==> src/rtl/xbr_pkg.sv <==
// Package for the XMODEM boot receiver: result kinds, modes, field widths.
// No dependencies.
`timescale 1ns / 1ps
`default_nettype none
package xbr_pkg;

    localparam int PAYLOAD_BYTES    = 128;
    localparam int PACKETS_PER_PAGE = 16;
    localparam int WAIT_TICKS       = 30;
    localparam int TICKS_PER_PROMPT = 10;
    localparam int MENU_TICKS       = 50;
    localparam int POLL_TICKS       = 2;
    localparam int WORDS_PER_FRAME  = PAYLOAD_BYTES / 8;
    localparam int FRAME_BYTES      = PAYLOAD_BYTES + 5;

    localparam logic [7:0] SOH_BYTE = 8'h01;
    localparam logic [7:0] EOT_BYTE = 8'h04;
    localparam logic [7:0] CHAR_LA  = 8'h61;
    localparam logic [7:0] CHAR_UA  = 8'h41;
    localparam logic [7:0] CHAR_UB  = 8'h42;
    localparam logic [7:0] CHAR_UC  = 8'h43;

    typedef enum logic [3:0] {
        KIND_ACK     = 4'd0,
        KIND_NAK     = 4'd1,
        KIND_PROMPT  = 4'd2,
        KIND_JUMP    = 4'd3,
        KIND_MENU    = 4'd4,
        KIND_CMD_ERR = 4'd5,
        KIND_RESET   = 4'd6,
        KIND_WARN    = 4'd7,
        KIND_SEND_C  = 4'd8,
        KIND_STORE   = 4'd9,
        KIND_PROGRAM = 4'd10
    } kind_t;

    typedef enum logic [1:0] {
        MODE_WAIT   = 2'd0,
        MODE_MENU   = 2'd1,
        MODE_UPDATE = 2'd2,
        MODE_HALT   = 2'd3
    } mode_t;

    // controller -> datapath
    typedef struct packed {
        logic       take_byte;   // absorb a received byte
        logic       take_tick;   // evaluate a tick
        logic       word_step;   // advance store-word readout
        logic       emit;        // load result register
    } dp_cmd_t;

    // datapath -> controller
    typedef struct packed {
        logic       store_run;   // readout pending
        logic       word_last;   // current word is the last
        logic       have_result; // decision yields results
    } dp_status_t;

endpackage
`default_nettype wire

==> src/rtl/xbr_stream_if.sv <==
// Valid/ready channel interface carrying a generic payload.
// Depends on nothing.
`timescale 1ns / 1ps
`default_nettype none
interface xbr_stream_if #(parameter int WIDTH = 8);
    logic             valid;
    logic             ready;
    logic [WIDTH-1:0] data;
    modport source (output valid, output data, input ready);
    modport sink   (input valid, input data, output ready);
endinterface
`default_nettype wire

==> src/rtl/xbr_datapath.sv <==
// Datapath: frame state, CRC, payload memory, result formation.
// Depends on xbr_pkg.
`timescale 1ns / 1ps
`default_nettype none
module xbr_datapath #(
    parameter int PACKETS_PER_PAGE = xbr_pkg::PACKETS_PER_PAGE,
    parameter int WAIT_TICKS       = xbr_pkg::WAIT_TICKS,
    parameter int TICKS_PER_PROMPT = xbr_pkg::TICKS_PER_PROMPT,
    parameter int MENU_TICKS       = xbr_pkg::MENU_TICKS,
    parameter int POLL_TICKS       = xbr_pkg::POLL_TICKS
) (
    input  wire                     clk,
    input  wire                     rst_n,
    input  wire  [7:0]              in_byte,
    input  wire                     in_end,
    input  xbr_pkg::dp_cmd_t        cmd,
    output xbr_pkg::dp_status_t     status,
    output logic [3:0]              r_kind,
    output logic [63:0]             r_word,
    output logic [22:0]             r_addr,
    output logic [15:0]             r_count,
    output logic [3:0]              r_partial,
    output logic                    r_last
);
    localparam int WCNT = xbr_pkg::WORDS_PER_FRAME;

    // decision results: up to two simple results plus optional readout
    xbr_pkg::mode_t mode_reg, mode_next;
    logic [4:0]  wait_reg, wait_next;
    logic [5:0]  menu_reg, menu_next;
    logic [1:0]  poll_reg, poll_next;
    logic [2:0]  flags_reg, flags_next;
    logic [15:0] pkt_reg, pkt_next;
    logic [12:0] page_reg, page_next;
    logic [3:0]  part_reg, part_next;
    logic [5:0]  pos_reg, pos_next;      // packet count within the current page
    logic [7:0]  len_reg, first_reg;
    logic [15:0] crc_reg, crcr_reg;

    // pending results queue (two slots) and readout
    logic [1:0]  npend_reg, npend_next;
    logic [3:0]  k0_reg, k0_next, k1_reg, k1_next;
    logic [15:0] c0_reg, c0_next;
    logic [3:0]  p0_reg, p0_next;
    logic        store_reg, store_next;
    logic [3:0]  widx_reg;
    logic [15:0] base_reg;

    // payload as sixteen words, one byte lane written per byte
    logic [63:0] mem [WCNT];
    logic [63:0] rd_reg;
    logic [6:0]  wr_addr;

    // CRC of one byte, eight bit steps
    function automatic logic [15:0] crc_byte(input logic [15:0] c, input logic [7:0] b);
        logic [15:0] x;
        x = c ^ {b, 8'h00};
        for (int i = 0; i < 8; i++)
            x = x[15] ? ((x << 1) ^ 16'h1021) : (x << 1);
        return x;
    endfunction

    // prompt decode per wait count: {prompt due, seconds left}
    function automatic logic [5:0] prompt_info(input logic [4:0] w);
        logic [5:0] r;
        r = 6'd0;
        for (int i = 0; i < 32; i++)
            if (w == 5'(i))
                r = {(i % TICKS_PER_PROMPT) == 0,
                     (i <= WAIT_TICKS) ? 5'((WAIT_TICKS - i) / TICKS_PER_PROMPT) : 5'd0};
        return r;
    endfunction

    logic [7:0] len1;
    logic       soft_reset;
    logic [15:0] pkt_inc;
    logic [4:0]  w_inc;
    logic [5:0]  m_inc;
    logic [1:0]  p_inc;
    logic [5:0]  pos_inc;
    logic [5:0]  pinfo;

    assign len1    = (len_reg == 8'hFF) ? 8'hFF : len_reg + 8'd1;
    assign pkt_inc = pkt_reg + 16'd1;
    assign w_inc   = wait_reg + 5'd1;
    assign m_inc   = menu_reg + 6'd1;
    assign p_inc   = poll_reg + 2'd1;
    assign pinfo   = prompt_info(w_inc);
    // page position follows the packet count, including its 16-bit wrap
    assign pos_inc = (pkt_inc == 16'd0
                      || ({1'b0, pos_reg} + 7'd1) == 7'(PACKETS_PER_PAGE))
                     ? 6'd0 : pos_reg + 6'd1;
    assign wr_addr = 7'(len_reg - 8'd3);

    // decision logic
    always_comb
    begin
        mode_next = mode_reg; wait_next = wait_reg; menu_next = menu_reg;
        poll_next = poll_reg; flags_next = flags_reg; pkt_next = pkt_reg;
        page_next = page_reg; part_next = part_reg; pos_next = pos_reg;
        npend_next = 2'd0; k0_next = k0_reg; k1_next = k1_reg;
        c0_next = 16'd0; p0_next = 4'd0; store_next = 1'b0;
        soft_reset = 1'b0;
        if (cmd.take_tick) begin
            unique case (mode_reg)
                xbr_pkg::MODE_WAIT:
                begin
                    wait_next = w_inc;
                    if (pinfo[5]) begin
                        npend_next = 2'd1; k0_next = xbr_pkg::KIND_PROMPT;
                        c0_next = {11'd0, pinfo[4:0]};
                    end
                    if (w_inc == 5'(WAIT_TICKS)) begin
                        if (npend_next == 2'd1) begin
                            k1_next = xbr_pkg::KIND_JUMP; npend_next = 2'd2;
                        end else begin
                            k0_next = xbr_pkg::KIND_JUMP; npend_next = 2'd1;
                        end
                        mode_next = xbr_pkg::MODE_HALT;
                    end
                end
                xbr_pkg::MODE_MENU:
                begin
                    menu_next = m_inc;
                    if (m_inc == 6'(MENU_TICKS)) begin
                        menu_next = 6'd0; npend_next = 2'd1; k0_next = xbr_pkg::KIND_MENU;
                    end
                end
                xbr_pkg::MODE_UPDATE:
                begin
                    if (flags_reg[0]) begin
                        npend_next = 2'd1; k0_next = xbr_pkg::KIND_WARN;
                        flags_next = {flags_reg[2], 2'b10};
                    end else if (flags_reg[1]) begin
                        poll_next = p_inc;
                        if (p_inc == 2'(POLL_TICKS)) begin
                            poll_next = 2'd0; npend_next = 2'd1;
                            k0_next = xbr_pkg::KIND_SEND_C;
                        end
                    end else if (flags_reg[2]) begin
                        npend_next = 2'd2; k0_next = xbr_pkg::KIND_PROGRAM;
                        k1_next = xbr_pkg::KIND_RESET;
                        c0_next = {3'd0, page_reg}; p0_next = part_reg;
                        soft_reset = 1'b1;
                    end
                end
                default: ;
            endcase
        end else if (cmd.take_byte && in_end) begin
            unique case (mode_reg)
                xbr_pkg::MODE_WAIT:
                begin
                    if (len1 == 8'd1 && (len_reg == 8'd0 ? in_byte : first_reg)
                        == xbr_pkg::CHAR_LA) begin
                        mode_next = xbr_pkg::MODE_MENU;
                        menu_next = 6'(MENU_TICKS - 1);
                    end
                end
                xbr_pkg::MODE_MENU:
                begin
                    npend_next = 2'd1;
                    if (len1 == 8'd1 && in_byte == xbr_pkg::CHAR_UA) begin
                        npend_next = 2'd0; mode_next = xbr_pkg::MODE_UPDATE;
                        flags_next = flags_reg | 3'b001;
                    end else if (len1 == 8'd1 && in_byte == xbr_pkg::CHAR_UB) begin
                        k0_next = xbr_pkg::KIND_JUMP; mode_next = xbr_pkg::MODE_HALT;
                    end else if (len1 == 8'd1 && in_byte == xbr_pkg::CHAR_UC) begin
                        k0_next = xbr_pkg::KIND_RESET; soft_reset = 1'b1;
                    end else begin
                        k0_next = xbr_pkg::KIND_CMD_ERR;
                    end
                end
                xbr_pkg::MODE_UPDATE:
                begin
                    npend_next = 2'd1;
                    if (first_reg == xbr_pkg::SOH_BYTE
                        && len1 == 8'(xbr_pkg::FRAME_BYTES)) begin
                        flags_next = flags_reg & 3'b101;
                        if (crc_reg == {crcr_reg[15:8], in_byte}) begin
                            pkt_next = pkt_inc; pos_next = pos_inc; store_next = 1'b1;
                            k0_next = xbr_pkg::KIND_ACK;
                            if (pos_inc == 6'd0)
                                page_next = page_reg + 13'd1;
                        end else begin
                            k0_next = xbr_pkg::KIND_NAK;
                        end
                    end else if (len1 == 8'd1 && in_byte == xbr_pkg::EOT_BYTE) begin
                        k0_next = xbr_pkg::KIND_ACK;
                        if (pos_reg != 6'd0) begin
                            part_next = pos_reg[3:0];
                            page_next = page_reg + 13'd1;
                        end
                        flags_next = flags_reg | 3'b100;
                    end else begin
                        k0_next = xbr_pkg::KIND_NAK;
                    end
                end
                default: npend_next = 2'd0;
            endcase
        end
        // reset request returns the control state to power-on values
        if (soft_reset) begin
            mode_next = xbr_pkg::MODE_WAIT; wait_next = 5'd0; menu_next = 6'd0;
            poll_next = 2'd0; flags_next = 3'd0; pkt_next = 16'd0;
            page_next = 13'd0; part_next = 4'd0; pos_next = 6'd0;
        end
    end

    assign status.have_result = (npend_reg != 2'd0) || store_reg;
    assign status.store_run   = store_reg;
    assign status.word_last   = (widx_reg == 4'(WCNT - 1));

    // state registers
    always_ff @(posedge clk or negedge rst_n)
    begin
        if (!rst_n) begin
            mode_reg <= xbr_pkg::MODE_WAIT; wait_reg <= '0; menu_reg <= '0;
            poll_reg <= '0; flags_reg <= '0; pkt_reg <= '0; page_reg <= '0;
            part_reg <= '0; pos_reg <= '0; len_reg <= '0; first_reg <= '0; crc_reg <= '0;
            crcr_reg <= '0; npend_reg <= '0; store_reg <= 1'b0; widx_reg <= '0;
            k0_reg <= '0; k1_reg <= '0; c0_reg <= '0; p0_reg <= '0; base_reg <= '0;
        end else begin
            if (cmd.take_byte || cmd.take_tick) begin
                mode_reg <= mode_next; wait_reg <= wait_next; menu_reg <= menu_next;
                poll_reg <= poll_next; flags_reg <= flags_next; pkt_reg <= pkt_next;
                page_reg <= page_next; part_reg <= part_next; pos_reg <= pos_next;
                npend_reg <= npend_next; store_reg <= store_next; widx_reg <= '0;
                k0_reg <= k0_next; k1_reg <= k1_next; c0_reg <= c0_next;
                p0_reg <= p0_next; base_reg <= pkt_reg;
                if (soft_reset) begin
                    first_reg <= '0; crcr_reg <= '0;
                end
            end
            // byte framing
            if (cmd.take_byte) begin
                if (len_reg == 8'd0 && !soft_reset) first_reg <= in_byte;
                if (len_reg == 8'(xbr_pkg::FRAME_BYTES - 2)) crcr_reg[15:8] <= in_byte;
                if (len_reg == 8'(xbr_pkg::FRAME_BYTES - 1)) crcr_reg[7:0] <= in_byte;
                if (in_end) begin
                    len_reg <= '0; crc_reg <= '0;
                end else begin
                    len_reg <= len1;
                    if (len_reg >= 8'd3 && len_reg < 8'(xbr_pkg::FRAME_BYTES - 2))
                        crc_reg <= crc_byte(crc_reg, in_byte);
                end
            end else if (soft_reset) begin
                len_reg <= '0; crc_reg <= '0;
            end
            // result queue advance
            if (cmd.emit) begin
                if (store_reg) begin
                    if (status.word_last) store_reg <= 1'b0;
                    else widx_reg <= widx_reg + 4'd1;
                end else begin
                    npend_reg <= npend_reg - 2'd1;
                    k0_reg <= k1_reg; c0_reg <= '0; p0_reg <= '0;
                end
            end
        end
    end

    // payload memory, one byte lane written, one word read
    always_ff @(posedge clk)
    begin
        if (cmd.take_byte && len_reg >= 8'd3 && len_reg < 8'(xbr_pkg::FRAME_BYTES - 2))
            mem[wr_addr[6:3]][{wr_addr[2:0], 3'd0} +: 8] <= in_byte;
        if (cmd.word_step || cmd.take_byte || cmd.take_tick)
            rd_reg <= mem[cmd.word_step ? widx_reg + 4'd1 : 4'd0];
    end

    // result register
    always_ff @(posedge clk)
    begin
        if (cmd.emit) begin
            if (store_reg) begin
                r_kind <= xbr_pkg::KIND_STORE; r_word <= rd_reg;
                r_addr <= 23'({base_reg, 7'd0} + {widx_reg, 3'd0});
                r_count <= '0; r_partial <= '0; r_last <= 1'b0;
            end else begin
                r_kind <= k0_reg; r_word <= '0; r_addr <= '0;
                r_count <= c0_reg; r_partial <= p0_reg;
                r_last <= (npend_reg == 2'd1);
            end
        end
    end
endmodule
`default_nettype wire

==> src/rtl/xbr_ctrl.sv <==
// Controller: sequences accept, evaluation and result delivery.
// Depends on xbr_pkg.
`timescale 1ns / 1ps
`default_nettype none
module xbr_ctrl (
    input  wire                  clk,
    input  wire                  rst_n,
    input  wire                  in_valid,
    output logic                 in_ready,
    input  wire                  in_op,
    input  wire                  out_ready,
    output logic                 out_valid,
    input  xbr_pkg::dp_status_t  status,
    output xbr_pkg::dp_cmd_t     cmd
);
    typedef enum logic [2:0] {
        ST_IDLE = 3'b001,
        ST_EVAL = 3'b010,
        ST_EMIT = 3'b100
    } state_t;

    state_t state_reg, state_next;
    logic   ov_reg, ov_next;
    logic   acc, take, fire;

    assign in_ready  = (state_reg == ST_IDLE);
    assign acc       = in_valid && in_ready;
    assign out_valid = ov_reg;
    // result register free when empty or being taken
    assign take      = !ov_reg || out_ready;
    assign fire      = (state_reg == ST_EMIT) && take;

    always_comb
    begin
        cmd.take_byte = acc && !in_op;
        cmd.take_tick = acc && in_op;
        cmd.emit      = fire;
        cmd.word_step = fire && status.store_run;
    end

    // sequencing
    always_comb
    begin
        state_next = state_reg;
        ov_next    = ov_reg && !out_ready;
        unique case (state_reg)
            ST_IDLE: if (acc) state_next = ST_EVAL;
            ST_EVAL: state_next = status.have_result ? ST_EMIT : ST_IDLE;
            ST_EMIT:
            begin
                if (fire) begin
                    ov_next = 1'b1;
                    if (!(status.store_run && !status.word_last)
                        && !(!status.store_run && status.have_result && 1'b0))
                        state_next = ST_EVAL;
                end
            end
            default: state_next = ST_IDLE;
        endcase
    end

    always_ff @(posedge clk or negedge rst_n)
    begin
        if (!rst_n) begin
            state_reg <= ST_IDLE;
            ov_reg    <= 1'b0;
        end else begin
            state_reg <= state_next;
            ov_reg    <= ov_next;
        end
    end
endmodule
`default_nettype wire

==> src/rtl/xmodem_boot_receiver_core.sv <==
// Top level of the XMODEM boot receiver: controller plus datapath.
// Depends on xbr_pkg, xbr_stream_if, xbr_ctrl, xbr_datapath.
`timescale 1ns / 1ps
`default_nettype none
// Takes one byte or tick word at a time. A byte or tick with no result
// passes through the accept and one evaluation state. Each ack, nak or
// other simple result adds an emit and an evaluation state; store words
// follow one per cycle while the output is free, from the single-word
// read port of the payload memory, so a good frame's last byte yields
// sixteen store words and an ACK before the next word is accepted.
module xmodem_boot_receiver_core #(
    parameter int PACKETS_PER_PAGE = xbr_pkg::PACKETS_PER_PAGE,
    parameter int WAIT_TICKS       = xbr_pkg::WAIT_TICKS,
    parameter int TICKS_PER_PROMPT = xbr_pkg::TICKS_PER_PROMPT,
    parameter int MENU_TICKS       = xbr_pkg::MENU_TICKS,
    parameter int POLL_TICKS       = xbr_pkg::POLL_TICKS
) (
    input  wire     clk,
    input  wire     rst_n,
    xbr_stream_if.sink   in_ch,
    xbr_stream_if.source out_ch
);
    // in payload: {frame_end, data_byte, operation}
    // out payload: {last, partial_packets, count_value, byte_address, data_word, kind}
    xbr_pkg::dp_cmd_t    cmd;
    xbr_pkg::dp_status_t status;
    logic [3:0]  r_kind;
    logic [63:0] r_word;
    logic [22:0] r_addr;
    logic [15:0] r_count;
    logic [3:0]  r_partial;
    logic        r_last;

    xbr_ctrl u_ctrl (
        .clk(clk), .rst_n(rst_n),
        .in_valid(in_ch.valid), .in_ready(in_ch.ready), .in_op(in_ch.data[0]),
        .out_ready(out_ch.ready), .out_valid(out_ch.valid),
        .status(status), .cmd(cmd)
    );

    xbr_datapath #(
        .PACKETS_PER_PAGE(PACKETS_PER_PAGE), .WAIT_TICKS(WAIT_TICKS),
        .TICKS_PER_PROMPT(TICKS_PER_PROMPT), .MENU_TICKS(MENU_TICKS),
        .POLL_TICKS(POLL_TICKS)
    ) u_dp (
        .clk(clk), .rst_n(rst_n),
        .in_byte(in_ch.data[8:1]), .in_end(in_ch.data[9]),
        .cmd(cmd), .status(status),
        .r_kind(r_kind), .r_word(r_word), .r_addr(r_addr), .r_count(r_count),
        .r_partial(r_partial), .r_last(r_last)
    );

    assign out_ch.data = {r_last, r_partial, r_count, r_addr, r_word, r_kind};

    // no input taken while store words are read out
    a_no_accept_busy: assert property (@(posedge clk) disable iff (!rst_n)
        status.store_run |-> !in_ch.ready)
        else $error("input accepted during readout");
    // a store word is never flagged last
    a_store_not_last: assert property (@(posedge clk) disable iff (!rst_n)
        (out_ch.valid && out_ch.data[3:0] == 4'(xbr_pkg::KIND_STORE)) |-> !out_ch.data[111])
        else $error("store word marked last");
endmodule
`default_nettype wire

==> src/flat_wrapper.sv <==
// flat-port wrapper written by rule: the top's interface ports become plain ports
module xmodem_boot_receiver_core_flat 
#(
    parameter int PACKETS_PER_PAGE = xbr_pkg::PACKETS_PER_PAGE,
    parameter int WAIT_TICKS       = xbr_pkg::WAIT_TICKS,
    parameter int TICKS_PER_PROMPT = xbr_pkg::TICKS_PER_PROMPT,
    parameter int MENU_TICKS       = xbr_pkg::MENU_TICKS,
    parameter int POLL_TICKS       = xbr_pkg::POLL_TICKS
)
  (clk, rst_n, in_ch_valid, in_ch_data, in_ch_ready, out_ch_valid, out_ch_data, out_ch_ready);
  xbr_stream_if #(.WIDTH(10)) in_ch_i ();
  xbr_stream_if #(.WIDTH(112)) out_ch_i ();
  input  wire clk;
  input  wire rst_n;
  input wire logic [$bits(in_ch_i.valid)-1:0] in_ch_valid;
  input wire logic [$bits(in_ch_i.data)-1:0] in_ch_data;
  output wire logic [$bits(in_ch_i.ready)-1:0] in_ch_ready;
  output wire logic [$bits(out_ch_i.valid)-1:0] out_ch_valid;
  output wire logic [$bits(out_ch_i.data)-1:0] out_ch_data;
  input wire logic [$bits(out_ch_i.ready)-1:0] out_ch_ready;
  assign in_ch_i.valid = in_ch_valid;
  assign in_ch_i.data = in_ch_data;
  assign in_ch_ready = in_ch_i.ready;
  assign out_ch_valid = out_ch_i.valid;
  assign out_ch_data = out_ch_i.data;
  assign out_ch_i.ready = out_ch_ready;
  xmodem_boot_receiver_core #(.PACKETS_PER_PAGE(PACKETS_PER_PAGE), .WAIT_TICKS(WAIT_TICKS), .TICKS_PER_PROMPT(TICKS_PER_PROMPT), .MENU_TICKS(MENU_TICKS), .POLL_TICKS(POLL_TICKS)) u_core (.clk(clk), .rst_n(rst_n), .in_ch(in_ch_i), .out_ch(out_ch_i));
endmodule
==> config.mk <==
export PLATFORM = sky130hd
export DESIGN_NAME = xmodem_boot_receiver_core_flat
export DESIGN_NICKNAME = d
export VERILOG_FILES = /design/src/rtl/xbr_pkg.sv /design/src/rtl/xbr_stream_if.sv /design/src/rtl/xbr_datapath.sv /design/src/rtl/xbr_ctrl.sv /design/src/rtl/xmodem_boot_receiver_core.sv /design/src/flat_wrapper.sv
export SDC_FILE = /design/constraint.sdc
export NUM_CORES = 2
export LEC_CHECK = 0
export BUFFER_PORTS_ARGS = -buffer_cell sky130_fd_sc_hd__buf_2
export CAP_MARGIN = 10
export CORE_MARGIN = 2
export CORE_UTILIZATION = 59
export CTS_BUF_LIST = sky130_fd_sc_hd__clkbuf_8
export DETAILED_ROUTE_END_ITERATION = 12
export GPL_TIMING_DRIVEN = 0
export PLACE_DENSITY_LB_ADDON = 0.1
export SETUP_SLACK_MARGIN = 0.3
export SLEW_MARGIN = 5
export SYNTH_ARGS = -nofsm -noshare
export SYNTH_HDL_FRONTEND = slang
export SYNTH_SLANG_ARGS = --single-unit
==> constraint.sdc <==
create_clock -name clk -period 17.2 [get_ports clk]
set_input_delay 2.58 -clock clk [delete_from_list [all_inputs] [get_ports clk]]
set_output_delay 2.58 -clock clk [all_outputs]
set_load 0.01 [all_outputs]
; After elaboration in Yosys (flattened, before gate mapping)
; Memory sizes are Yosys's and may differ from the RTL's. A register that Yosys moved wholly into a read port is not among the register bits.
; Index checks and enable logic that the tools add are counted.
[op_classes]
shifts = 2
bitwise_logic = 9
order_cmp = 2
n_eq_ne = 80
multipliers = 0
add_sub_neg = 13
div = 0
reduce_logical = 67
muxes = 216
[op_table]
columns = op, n
row1 = 6-bit 2-to-1 mux, 46
row2 = 13-bit 2-to-1 mux, 21
row3 = 16-bit 2-to-1 mux, 16
row4 = 4-bit 2-to-1 mux, 40
row5 = 8-bit 2-to-1 mux, 11
row6 = 5-bit == test (second input constant), 16
row7 = 64-bit 2-to-1 mux, 1
row8 = 8-bit by 8-bit variable shift with 64-bit output (first input constant), 1
row9 = 8-bit by 8-bit indexed part select with 64-bit output, 1
row10 = 2-bit 2-to-1 mux, 28
row11 = 5-bit by 4-bit == test with 1-bit output (second input constant), 8
row12 = 8-bit by 7-bit == test with 1-bit output (second input constant), 4
row13 = 8-bit == test (second input constant), 4
row14 = 1-bit 2-to-1 mux, 30
row15 = 3-bit 2-to-1 mux, 10
row16 = 7-bit AND reduction, 4
row17 = 13-bit one-hot mux with 2 select lines, 1
row18 = 3-bit inverter, 8
row19 = 2-bit nonzero test, 12
row20 = 23-bit by 7-bit adder with 23-bit output, 1
row21 = 3-bit nonzero test, 7
row22 = 5-bit by 3-bit == test with 1-bit output (second input constant), 4
row23 = 5-bit 2-to-1 mux, 4
row24 = 1-bit logical AND, 18
row25 = 54 further kinds, 93
[word_totals]
latch_bits = 0
input_bits = 14
mem_count = 1
rom_bits = 0
out_inout_bits = 114
ram_bits = 1024
register_bits = 272
[mem_list]
columns = memory, words, width, rd, rd_clocked_by_memory_dff, write_ports, line
row1 = u_core.u_dp.mem, 16, 64, 1, 1, 1, xbr_datapath.sv:50  ; logic [63:0] mem [WCNT];

; Longest topological paths before layout
[logic_depth]
depth_word = 45
ltp_mapped = 12

; Cells and area by module
; From an unflattened synthesis, not the netlist that was laid out.
[unflattened]
hier_cells = 3844
hier_area_um2 = 55873.6
[by_module_without_submodules]
columns = mod, seq_area_each_um2, n_inst, area_per_inst_um2, cells_each
row1 = xbr_datapath, 39623.0, 1, 55642.1, 3818
row2 = xbr_ctrl, 101.3, 1, 224.0, 25
row3 = xmodem_boot_receiver_core, 0.0, 1, 7.5, 1

; Worst setup path before layout
; Ideal clock, no wire load.
[synth_timing]
path_type = input port to flip-flop
startpoint = input port out_ch_ready
endpoint = register u_core.u_dp.r_addr[10] (enable)
t_arrival_ps = 7192
setup_time_ps = 578
required_ps = 16622
slack_ps = 9430
cell_stages = 2
n_path_buf = 0
cell_sequence = nor2b_1 nor2_1
[synth_via]
elab_chain_len = 2
[synth_lines]
columns = item, line
row1 = start: declaration, flat_wrapper.sv:20  ; input wire logic [$bits(out_ch_i.ready)-1:0] out_ch_ready;
row2 = 1-bit logical OR, xbr_ctrl.sv:30  ; assign take = !ov_reg || out_ready;
row3 = 1-bit logical AND, xbr_ctrl.sv:31  ; assign fire = (state_reg == ST_EMIT) && take;
row4 = net u_core.u_ctrl.fire, xbr_ctrl.sv:24  ; logic acc, take, fire;
row5 = end signal: assignment, xbr_datapath.sv:277  ; r_addr <= 23'({base_reg, 7'd0} + {widx_reg, 3'd0});
row6 = end: declaration, xbr_datapath.sv:20  ; output logic [22:0] r_addr,
; The timed path passes the listed nets, and every way through them passes these cells.
; A chain may end at the register's enable or synchronous reset.

; Worst setup path in the final report
[layout_timing]
startpoint = input port out_ch_ready
endpoint = register u_core.u_dp.rd_reg[63] (read register of u_core.u_dp.mem), data pin
[layout_via]
elab_chain_len = 5
[layout_lines]
columns = item, line
row1 = 1-bit logical OR *, xbr_ctrl.sv:30
row2 = 1-bit logical AND *, xbr_ctrl.sv:31
row3 = 1-bit logical AND *, xbr_ctrl.sv:38  ; cmd.word_step = fire && status.store_run;
row4 = 1-bit logical OR (2 in a row), xbr_datapath.sv:267  ; if (cmd.word_step || cmd.take_byte || cmd.take_tick)
row5 = end: declaration, xbr_datapath.sv:51  ; logic [63:0] rd_reg;
; Mark *: on every way between the ends. The rest lies on a longest branch, timed or not.

==> results.json <==
{
  "outcome": "completed",
  "tns_ps": 0,
  "final_nets": 4534,
  "clock_sinks": 1348,
  "ys_types": 97,
  "clockBufferDepth": 3,
  "worst_slack_ps": 11080,
  "max_freq_mhz": 163.4,
  "cts_tree": "yes",
  "dpl.hpwl_um": 102900,
  "grt_util_all_layers_pct": 31.21,
  "core_area_um2": 94590,
  "yosysSeqAreaShare_pct": 70.88,
  "port_buffers": 122,
  "drc": 0,
  "insertion_delay_ps": 880,
  "synth_flop_cell": "edfxtp_1",
  "avgSynthCellArea_um2": 13.47,
  "grt_pass1_vias": 35561,
  "end_kind": "register",
  "ys.warnings.count": 0,
  "ant_nets": 0,
  "largest_reg_flops": 1024,
  "finalHoldViolations": 0,
  "ys_ff_latch": 1348,
  "cp.arrival_ps": 6840,
  "cts_buffers": 203,
  "clk_pin_slew_worst_paths_ps": 60,
  "worstHoldPathType": "reg2reg",
  "drive_above_1_share_pct": 11.73,
  "min_from": "u_core.u_dp.base_reg[5]",
  "grt_remaining_overflow": 0,
  "holdWs_ps": 474.1,
  "synth-edff-count": 1197,
  "slew_viol_final": 0,
  "r2r_slack_ps": 12230,
  "drtPass1Iterations": 6,
  "worst_ir_drop_vdd_v": 0.00006932,
  "critPathKind": "in2reg",
  "fin_crit_sh_pct": 35.59,
  "totalWireLength_um": 152400,
  "max_slew_margin_pct": 14.04,
  "dp_cells": 5555,
  "layoutNonFillerInstCount": 5928,
  "r2r_end": "u_core.u_dp.rd_reg[63]",
  "rows": 113,
  "cts_root_buffer": "clkbuf_8",
  "setup_viol": 0,
  "fp.dieH_um": 312.2,
  "start_util_pct": 59.25,
  "antenna_found_initial": 7,
  "cts_htree_levels": 4,
  "grt_start_max_net_pins": 98,
  "rr_worst_depth": 11,
  "postCtsSetupBuffers": 0,
  "place_ws_ps": 10440,
  "die_area_um2": 97470,
  "grt_first_pass_wirelength_um": 225200,
  "async_reset_ff_share_pct": 11.20,
  "vias": 37216,
  "routabilityCongestion": 0.9265,
  "power.density_nw_per_um2": 112.0,
  "r2r_start": "u_core.u_ctrl.state_reg[2]",
  "drt-initial-drc-count": 4640,
  "ioPinCount": 128,
  "via_per_inst": 6.278,
  "holdPathStages": 2,
  "min_period_ps": 6121,
  "cp_data_required_time_ps": 17920,
  "cts-hold-fix-buffers": 0,
  "syn_to_final_growth_pct": 10.77,
  "rsz0062_at_grt": "no",
  "cap_violations": 0,
  "crit_start": "out_ch_ready",
  "p_leak_nw": 21.78,
  "cp_max_fo": 11,
  "netlist_area_um2": 56040,
  "syn_inst": 4160,
  "post_drt_wl_per_cell_um": 25.71,
  "ctsResizeCount": 0,
  "skew_ps": 37.16,
  "hold_end": "u_core.u_dp.base_reg[5]",
  "worst_pin_slew_ps": 1289,
  "die_w_um": 312.2,
  "worst_setup_path_start_kind": "primary input"
}
[metrics by stage]
| step | utilization (%) | instance area (um^2) | total power, mW |
|---|---|---|---|
| floorplan | - | 56050 | 4.289 |
| global placement | 61.58 | 58240 | 4.571 |
| detailed placement | 61.74 | 58400 | 4.590 |
| CTS | 65.61 | 62050 | 6.947 |
| global route | 65.61 | 62060 | 7.160 |
| finish | 65.63 | 62070 | 6.954 |
[cell type report]
cell class / count / area [um^2]
clock inverter: 154 / 754.5
sequential: 1348 / 39720
clock buffer: 211 / 2904
multi-input combinational: 2483 / 14970
inverter: 36 / 135.1
timing repair buffer: 128 / 743.2
antenna: 8 / 20.02
fill: 6919 / 32510
buffer: 295 / 1242
tap: 1265 / 1583
[cells in the mapped netlist, drive strengths merged, types with 6 or more instances]
library cell	count	area, um^2
and3	143	899.6
xnor2	53	464.2
nand2b	19	118.9
o211ai	138	1036
nor4	14	106.4
ha	25	312.8
o22ai	135	844.6
nor3	23	135.1
nand4	24	156.4
a31oi	143	894.6
o31ai	16	120.1
mux4	64	1441
or3	145	907.1
mux2i	15	150.1
and2	153	957.2
nor3b	6	50.05
nor2	218	833.3
a22o	14	122.6
xor2	14	122.6
edfxtp	1197	35940
nor2b	29	181.4
inv	36	135.1
a2111o	6	67.56
clkbuf	218	818.3
nand2	692	2597
o21ai	206	1035
dfrtp	150	3754
a22oi	16	120.1
buf	77	417.9
nand3	39	205.2
a21oi	43	222.7
or4	7	56.30
[per-layer routing]
layer	routed length, um	GRT usage (%)
met1	60820	43.37
met4	6103	12.70
met2	70620	48.36
met5	0	0
met3	14890	6.987
[critical path, stage by stage]
cell and delay [ps]:
buf_2 90, nand2b_1 180, nand3_2 450, nor2_2 900
buf_4 460, buf_6 290, buf_2 650, buf_2 420
nand2_1 100, a31oi_1 320, mux4_2 350
[report_power, final]
| part | internal (mW) | leakage, nW | switching [mW] |
|---|---|---|---|
| logic | 0.151 | 6.34 | 0.548 |
| registers | 3.79 | 13.3 | 0.0477 |
| clock network | 1.17 | 2.14 | 1.24 |
| total | 5.12 | 21.8 | 1.84 |
[cells in the final DEF, fill, tap and decap left out, types with 10 or more instances in the layout]
cell type / count
a21oi_1: 41
a22o_1: 14
a22oi_1: 16
a31oi_1: 143
and2_1: 153
and3_1: 142
buf_2: 176
buf_4: 10
clkbuf_1: 213
clkbuf_8: 211
clkinv_1: 51
clkinv_2: 13
dfrtp_1: 150
edfxtp_1: 1197
ha_1: 25
inv_1: 110
mux2i_1: 15
mux4_2: 64
nand2_1: 691
nand2b_1: 19
nand3_1: 37
nand4_1: 23
nor2_1: 213
nor2b_1: 29
nor3_1: 19
nor4_1: 11
o211ai_1: 138
o21ai_0: 187
o21ai_1: 18
o22ai_1: 135
o31ai_1: 16
or3_1: 145
xnor2_1: 53
xor2_1: 14
[logic make-up (layout without fill, tap and decap cells)]
group                      count (synthesis)  in the layout  share of synthesized area [%]
other                                      1             11                       0.006691
muxes                                     83             83                          2.920
and+or+nand+nor                         1536           1536                          13.26
AOI/OAI and AO/OA                        768            768                          8.830
DFF                                     1348           1348                          70.88
buffers and inverters                    331            824                          2.447
xor gates and xnor gates                  68             68                          1.090
adders and majority gates                 25             25                         0.5582
[how the worst max path moves through the flow]
stage | endpoint | depth (start not counted) | slack [ps]
CTS | u_core.u_dp.rd_reg[43] | 11 | 11380
global placement | u_core.u_dp.r_word[33] | 3 | 6280
floorplan | u_core.u_dp.r_addr[10] | 2 | 9430
finish | u_core.u_dp.rd_reg[63] | 11 | 11080
detailed placement | u_core.u_dp.rd_reg[63] | 11 | 10440
global route | u_core.u_dp.rd_reg[63] | 11 | 11230
(Power assumes the default switching activity.)
